`src/rtl/core/assert_macros.svh`:
```
// assertion macros shared by the key poll tap/hold detector rtl
// no dependencies; included inside module bodies that check their own logic
`ifndef ASSERT_MACROS_SVH
`define ASSERT_MACROS_SVH

`ifndef SYNTH
// property checked on every rising edge outside reset
`define KPTH_ASSERT(label, clk, rst, prop, msg) \
  label: assert property (@(posedge clk) disable iff (rst) (prop)) else $error(msg);
// implication checked on every rising edge outside reset
`define KPTH_ASSERT_IMP(label, clk, rst, ante, cons, msg) \
  label: assert property (@(posedge clk) disable iff (rst) (ante) |-> (cons)) else $error(msg);
// next-cycle implication checked outside reset
`define KPTH_ASSERT_NEXT(label, clk, rst, ante, cons, msg) \
  label: assert property (@(posedge clk) disable iff (rst) (ante) |=> (cons)) else $error(msg);
`else
`define KPTH_ASSERT(label, clk, rst, prop, msg)
`define KPTH_ASSERT_IMP(label, clk, rst, ante, cons, msg)
`define KPTH_ASSERT_NEXT(label, clk, rst, ante, cons, msg)
`endif

`endif

```
`src/rtl/core/kpth_pkg.sv`:
```
// shared types and constants of the key poll tap/hold detector
// no dependencies; imported by kpth_eval and key_poll_tap_hold_detector
package kpth_pkg;

  localparam int KeyW   = 8;
  localparam int CountW = 4;

  // key and event bit positions
  localparam int KeyRight  = 0;
  localparam int KeyLeft   = 1;
  localparam int KeyUp     = 2;
  localparam int KeyDown   = 3;
  localparam int KeySpace  = 4;
  localparam int EvtDouble = 5;
  localparam int KeyEnter  = 6;
  localparam int KeyEscape = 7;

  localparam logic [CountW-1:0] CountMax   = 4'd15;
  localparam logic [CountW-1:0] LimitReset = 4'd5;

  typedef logic [KeyW-1:0]   keys_t;
  typedef logic [CountW-1:0] count_t;

  // configuration register indexes
  typedef enum logic [0:0] {
    CFG_HOLD_LIMIT    = 1'b0,
    CFG_RELEASE_LIMIT = 1'b1
  } cfg_index_t;

  // per-frame detector state
  typedef struct packed {
    logic   escape_latch;
    count_t held_count;
    count_t release_count;
    logic   armed;
  } kpth_state_t;

  // limits written through the configuration port
  typedef struct packed {
    count_t hold_limit;
    count_t release_limit;
  } kpth_cfg_t;

  function automatic count_t sat_inc(input count_t v);
    return (v == CountMax) ? CountMax : count_t'(v + count_t'(1));
  endfunction

endpackage

```
`src/rtl/core/key_poll_tap_hold_detector.sv`:
```
// Key poll tap/hold detector top level. Takes one 8-bit key snapshot per word
// and returns one 8-bit event mask per word. The event mask passes through the input
// register, then the output register, on its way out; while the output is not stalled
// a new word is taken every cycle, the rate being set by the single registered pass
// from the input register through the event logic into the output register, which
// also updates the space and escape state. When the output word waits, the input
// register holds one more word and then input ready drops.
// Depends on kpth_pkg, kpth_eval and assert_macros.svh.
module key_poll_tap_hold_detector (
  input  logic                   clk,
  input  logic                   rst,
  // input words
  input  logic                   s_tvalid,
  output logic                   s_tready,
  input  kpth_pkg::keys_t        s_tdata,   // [7:0] key_held
  // output words
  output logic                   m_tvalid,
  input  logic                   m_tready,
  output kpth_pkg::keys_t        m_tdata,   // [7:0] event_mask
  // configuration writes
  input  logic                   cfg_we,
  input  kpth_pkg::cfg_index_t   cfg_index,
  input  kpth_pkg::count_t       cfg_data
);
  import kpth_pkg::*;

  `include "assert_macros.svh"

  logic        in_valid;
  keys_t       in_keys;
  logic        advance;
  kpth_state_t state;
  kpth_state_t state_next;
  kpth_cfg_t   cfg;
  keys_t       mask;

  // output register drains or is empty
  assign advance  = !m_tvalid || m_tready;
  assign s_tready = !in_valid || advance;

  // input register
  always_ff @(posedge clk) begin
    if (rst) begin
      in_valid <= 1'b0;
    end else if (s_tready) begin
      in_valid <= s_tvalid;
    end
    if (s_tready && s_tvalid) begin
      in_keys <= s_tdata;
    end
  end

  kpth_eval u_eval (
    .keys       (in_keys),
    .state      (state),
    .cfg        (cfg),
    .event_mask (mask),
    .state_next (state_next)
  );

  // output register and detector state
  always_ff @(posedge clk) begin
    if (rst) begin
      m_tvalid <= 1'b0;
      state    <= '0;
    end else if (advance) begin
      m_tvalid <= in_valid;
      if (in_valid) begin
        state <= state_next;
      end
    end
    if (advance && in_valid) begin
      m_tdata <= mask;
    end
  end

  // configuration registers
  always_ff @(posedge clk) begin
    if (rst) begin
      cfg.hold_limit    <= LimitReset;
      cfg.release_limit <= LimitReset;
    end else if (cfg_we) begin
      unique case (cfg_index)
        CFG_HOLD_LIMIT:    cfg.hold_limit    <= cfg_data;
        CFG_RELEASE_LIMIT: cfg.release_limit <= cfg_data;
        default: ;
      endcase
    end
  end

  // checks
  `KPTH_ASSERT_IMP(a_tap_double_excl, clk, rst, m_tvalid, !(m_tdata[KeySpace] && m_tdata[EvtDouble]), "space tap and double tap together")
  `KPTH_ASSERT_IMP(a_dir_excl, clk, rst, m_tvalid, !(m_tdata[KeyRight] && m_tdata[KeyLeft]) && !(m_tdata[KeyUp] && m_tdata[KeyDown]), "opposite directions together")
  `KPTH_ASSERT_NEXT(a_escape_latch, clk, rst, advance && in_valid && in_keys[KeyEscape], state.escape_latch, "escape latch not set after escape word")
  `KPTH_ASSERT_NEXT(a_in_hold, clk, rst, in_valid && !advance, in_valid && $stable(in_keys), "input register lost a word while stalled")

endmodule

```
`src/rtl/core/kpth_eval.sv`:
```
// event evaluation for one key snapshot: event mask and next detector state
// depends on kpth_pkg
module kpth_eval (
  input  kpth_pkg::keys_t     keys,
  input  kpth_pkg::kpth_state_t state,
  input  kpth_pkg::kpth_cfg_t cfg,
  output kpth_pkg::keys_t     event_mask,
  output kpth_pkg::kpth_state_t state_next
);
  import kpth_pkg::*;

  logic   rel_recent;
  count_t held_eff;
  count_t rel_inc;

  assign rel_recent = (state.release_count != '0) && (state.release_count <= cfg.release_limit);
  assign rel_inc    = sat_inc(state.release_count);

  always_comb begin
    event_mask = '0;
    state_next = state;
    held_eff   = state.held_count;

    // directions: right over left, up over down
    if (keys[KeyRight]) begin
      event_mask[KeyRight] = 1'b1;
    end else if (keys[KeyLeft]) begin
      event_mask[KeyLeft] = 1'b1;
    end
    if (keys[KeyUp]) begin
      event_mask[KeyUp] = 1'b1;
    end else if (keys[KeyDown]) begin
      event_mask[KeyDown] = 1'b1;
    end
    event_mask[KeyEnter] = keys[KeyEnter];

    // escape fires once per press
    if (keys[KeyEscape]) begin
      event_mask[KeyEscape]   = !state.escape_latch;
      state_next.escape_latch = 1'b1;
    end else begin
      state_next.escape_latch = 1'b0;
    end

    // space tap / hold / double tap
    if (keys[KeySpace]) begin
      state_next.release_count = '0;
      if (state.held_count == cfg.hold_limit) begin
        event_mask[KeySpace]  = !rel_recent;
        state_next.armed      = 1'b0;
        state_next.held_count = sat_inc(state.held_count);
      end else begin
        if (state.held_count < cfg.hold_limit) begin
          state_next.armed = 1'b1;
        end
        if (rel_recent && (state.held_count == '0)) begin
          event_mask[EvtDouble] = 1'b1;
          held_eff              = cfg.hold_limit;
          state_next.armed      = 1'b0;
        end
        state_next.held_count = sat_inc(held_eff);
      end
    end else begin
      state_next.held_count = '0;
      if (state.armed) begin
        state_next.release_count = rel_inc;
        if (rel_inc > cfg.release_limit) begin
          event_mask[KeySpace] = 1'b1;
          state_next.armed     = 1'b0;
        end
      end
    end
  end

endmodule
```
`config.mk`:
```
export PLATFORM = sky130hd
export DESIGN_NAME = key_poll_tap_hold_detector
export DESIGN_NICKNAME = d
export VERILOG_FILES = /design/src/rtl/core/kpth_pkg.sv /design/src/rtl/core/key_poll_tap_hold_detector.sv /design/src/rtl/core/kpth_eval.sv
export VERILOG_INCLUDE_DIRS = /design/src /design/src/rtl/core
export SDC_FILE = /design/constraint.sdc
export NUM_CORES = 1
export LEC_CHECK = 0
export ABC_CLOCK_PERIOD_IN_PS = 3000
export BUFFER_PORTS_ARGS = -buffer_cell sky130_fd_sc_hd__buf_2
export CORE_MARGIN = 3
export CORE_UTILIZATION = 40
export DETAILED_ROUTE_END_ITERATION = 8
export PLACE_DENSITY = 0.57
export SLEW_MARGIN = 20
export SYNTH_ARGS = -nofsm -noshare
export SYNTH_HDL_FRONTEND = slang
export SYNTH_HIERARCHICAL = 1
export SYNTH_SLANG_ARGS = --single-unit
```
`constraint.sdc`:
```
create_clock -name clk -period 3 [get_ports clk]
set_clock_uncertainty 0.1 [all_clocks]
set_input_delay 0.45 -clock clk [delete_from_list [all_inputs] [get_ports clk]]
set_output_delay 0.45 -clock clk [all_outputs]
set_load 0.02 [all_outputs]
```
==> out/qor.csv <==
metric,value,unit
totalPowerFinal,986.7,uW
post-route-min-period,2.747,ns
ios,28,
track_usage,12.98,%
r2r_cells,12,
synthesis.nets,252,
drt_iter0_drc,77,
place_inst,305,
worst_slew_pin_slew,0.6916,ns
power_density,406.3,nW/um2
fin_area,2429,um2
clock_sinks,35,
dieArea,6361,um2
final_nets,277,
min_from,s_tdata[1],
drc,0,
fp.dieW,79.76,um
dp_hpwl,2.899,mm
layout-drive-gt1-share,21.81,%
routed_wl,3.848,mm
crit_path_max_fanout,5,
die_h,79.76,um
post_cts_buffers,0,
p_leak,0.0009817,uW
wl_per_cell,12.29,um
insertion_delay,0.28,ns
clk_path_buf_depth,2,
status,"finished, final reports clean",
yosysWarnings,6,
core-area,5172,um2
rows,26,
avgViaCountPerCell,4.898,
grt_pass1_vias,1396,
firstDrtPassIters,4,
buffer_ports.inserted,26,
n_antenna_cell,0,
crit_type,flip-flop to flip-flop,
vias,1533,
cts_hold_buf,0,
hp-class,input port to flip-flop,
slew_headroom,53.89,%
irDropWorstVdd,196.1,uV
place_congestion,0.8085,
synth.avg_cell_area,10.03,um2
htree_levels,2,
timing.rr.start,cfg[1],
clk_pin_slew,0.07,ns
drtAntennaViolNets,0,
reg2reg_to,state[8],
ctsResizeCount,0,
fin_crit_sh,91.57,%
min_path_cells,1,
mostFrequentLayoutCells,"26 x buf_2, 24 x nand2b_1, 20 x dfxtp_1",
synthCells,217,
end_kind,flip-flop,
areaGrowthSynthToFinish,11.62,%
pre_cts_ws,0.2640,ns
finalHoldViolations,0,
grt_pass1_wl,6.486,mm
setup_tns,0,ns
hold_end,in_keys[1],
rsz0062_at_grt,false,
cts_tree,yes,
antenna_found_initial,0,
crit_required,3.05,ns
grt_max_degree,31,
r2r_slack,0.25,ns
fmax,0.3640,GHz
cts_root_buf,clkbuf_8,
critPathLaunchType,flip-flop,
drv_cap,0,
layout_commonest_cell,buf_2,
syn-cell-area,2176,um2
setup_slack,0.2528,ns
start_util,42.07,%
setup_viol,0,
numCtsBuffers,5,
grt.overflow.total,0,
worstPathArrival,2.80,ns
layout.cells.non_filler,313,
final_max_slew_viol_count,0,
placed_cell_area,2340,um2
==> worst max path at each step <==
stage / startpoint / cells after the start / slack, ns / end
2_1_floorplan: state[4] / 11 / 0.49 / state[8]
3_3_place_gp: cfg[1] / 12 / 0.30 / state[8]
3_5_place_dp: cfg[1] / 12 / 0.26 / state[8]
4_1_cts: cfg[1] / 12 / 0.24 / state[8]
5_1_grt: cfg[1] / 12 / 0.03 / state[8]
6_report: cfg[1] / 12 / 0.25 / state[8]
==> metal layers <==
metal | part of all wire (%) | up-vias | track usage [%] | routed length (um)
met5 | 0 | - | 0 | 0
met2 | 46 | 18 | 20.12 | 1759
li1 | - | 820 | - | -
met3 | 2.9 | 2 | 2.709 | 110
met1 | 51 | 693 | 18.10 | 1954
met4 | 0.62 | 0 | 4.054 | 24
==> critical path: stages (launching register included) <==
cell,delay (ns)
dfxtp_1,0.33
inv_1,0.06
ha_1,0.30
nor2b_4,0.14
o2111ai_1,0.38
nand3_2,0.23
mux2_4,0.35
ha_1,0.22
nor2_1,0.11
o2111a_1,0.21
a211oi_2,0.04
nand2b_1,0.07
mux2i_1,0.06
==> stage by stage <==
stage / hold slack, ns / utilization, %
global route: 0.2232 / 46.95
finish: 0.2406 / 46.95
detailed placement: 0.3052 / 45.23
global placement: 0.3015 / 45.23
floorplan: 0.3354 / -
CTS: 0.2268 / 46.95
==> final cells by class <==
cell class	count	area, um2
clock buffers	5	68.82
clock inverters	3	20.02
fillers	485	2744
inverters	14	52.55
multi-input cells	156	1189
flip-flops and latches	35	850.8
well taps	70	87.58
repair buffers	30	160.2
==> power breakdown <==
group          switching [uW]  internal [uW]  total [uW]
registers                14.9            519         533
clock network             177            161         339
logic                    61.1           53.5         115
total                     253            734         987
==> sequential cells by signal, summed over array words and instances, names as in the netlist <==
register / flops
cfg: 8
in_keys: 7
state: 10
in_valid: 1
m_tvalid: 1
m_tdata: 8
Power figures use the tool's default switching activity.
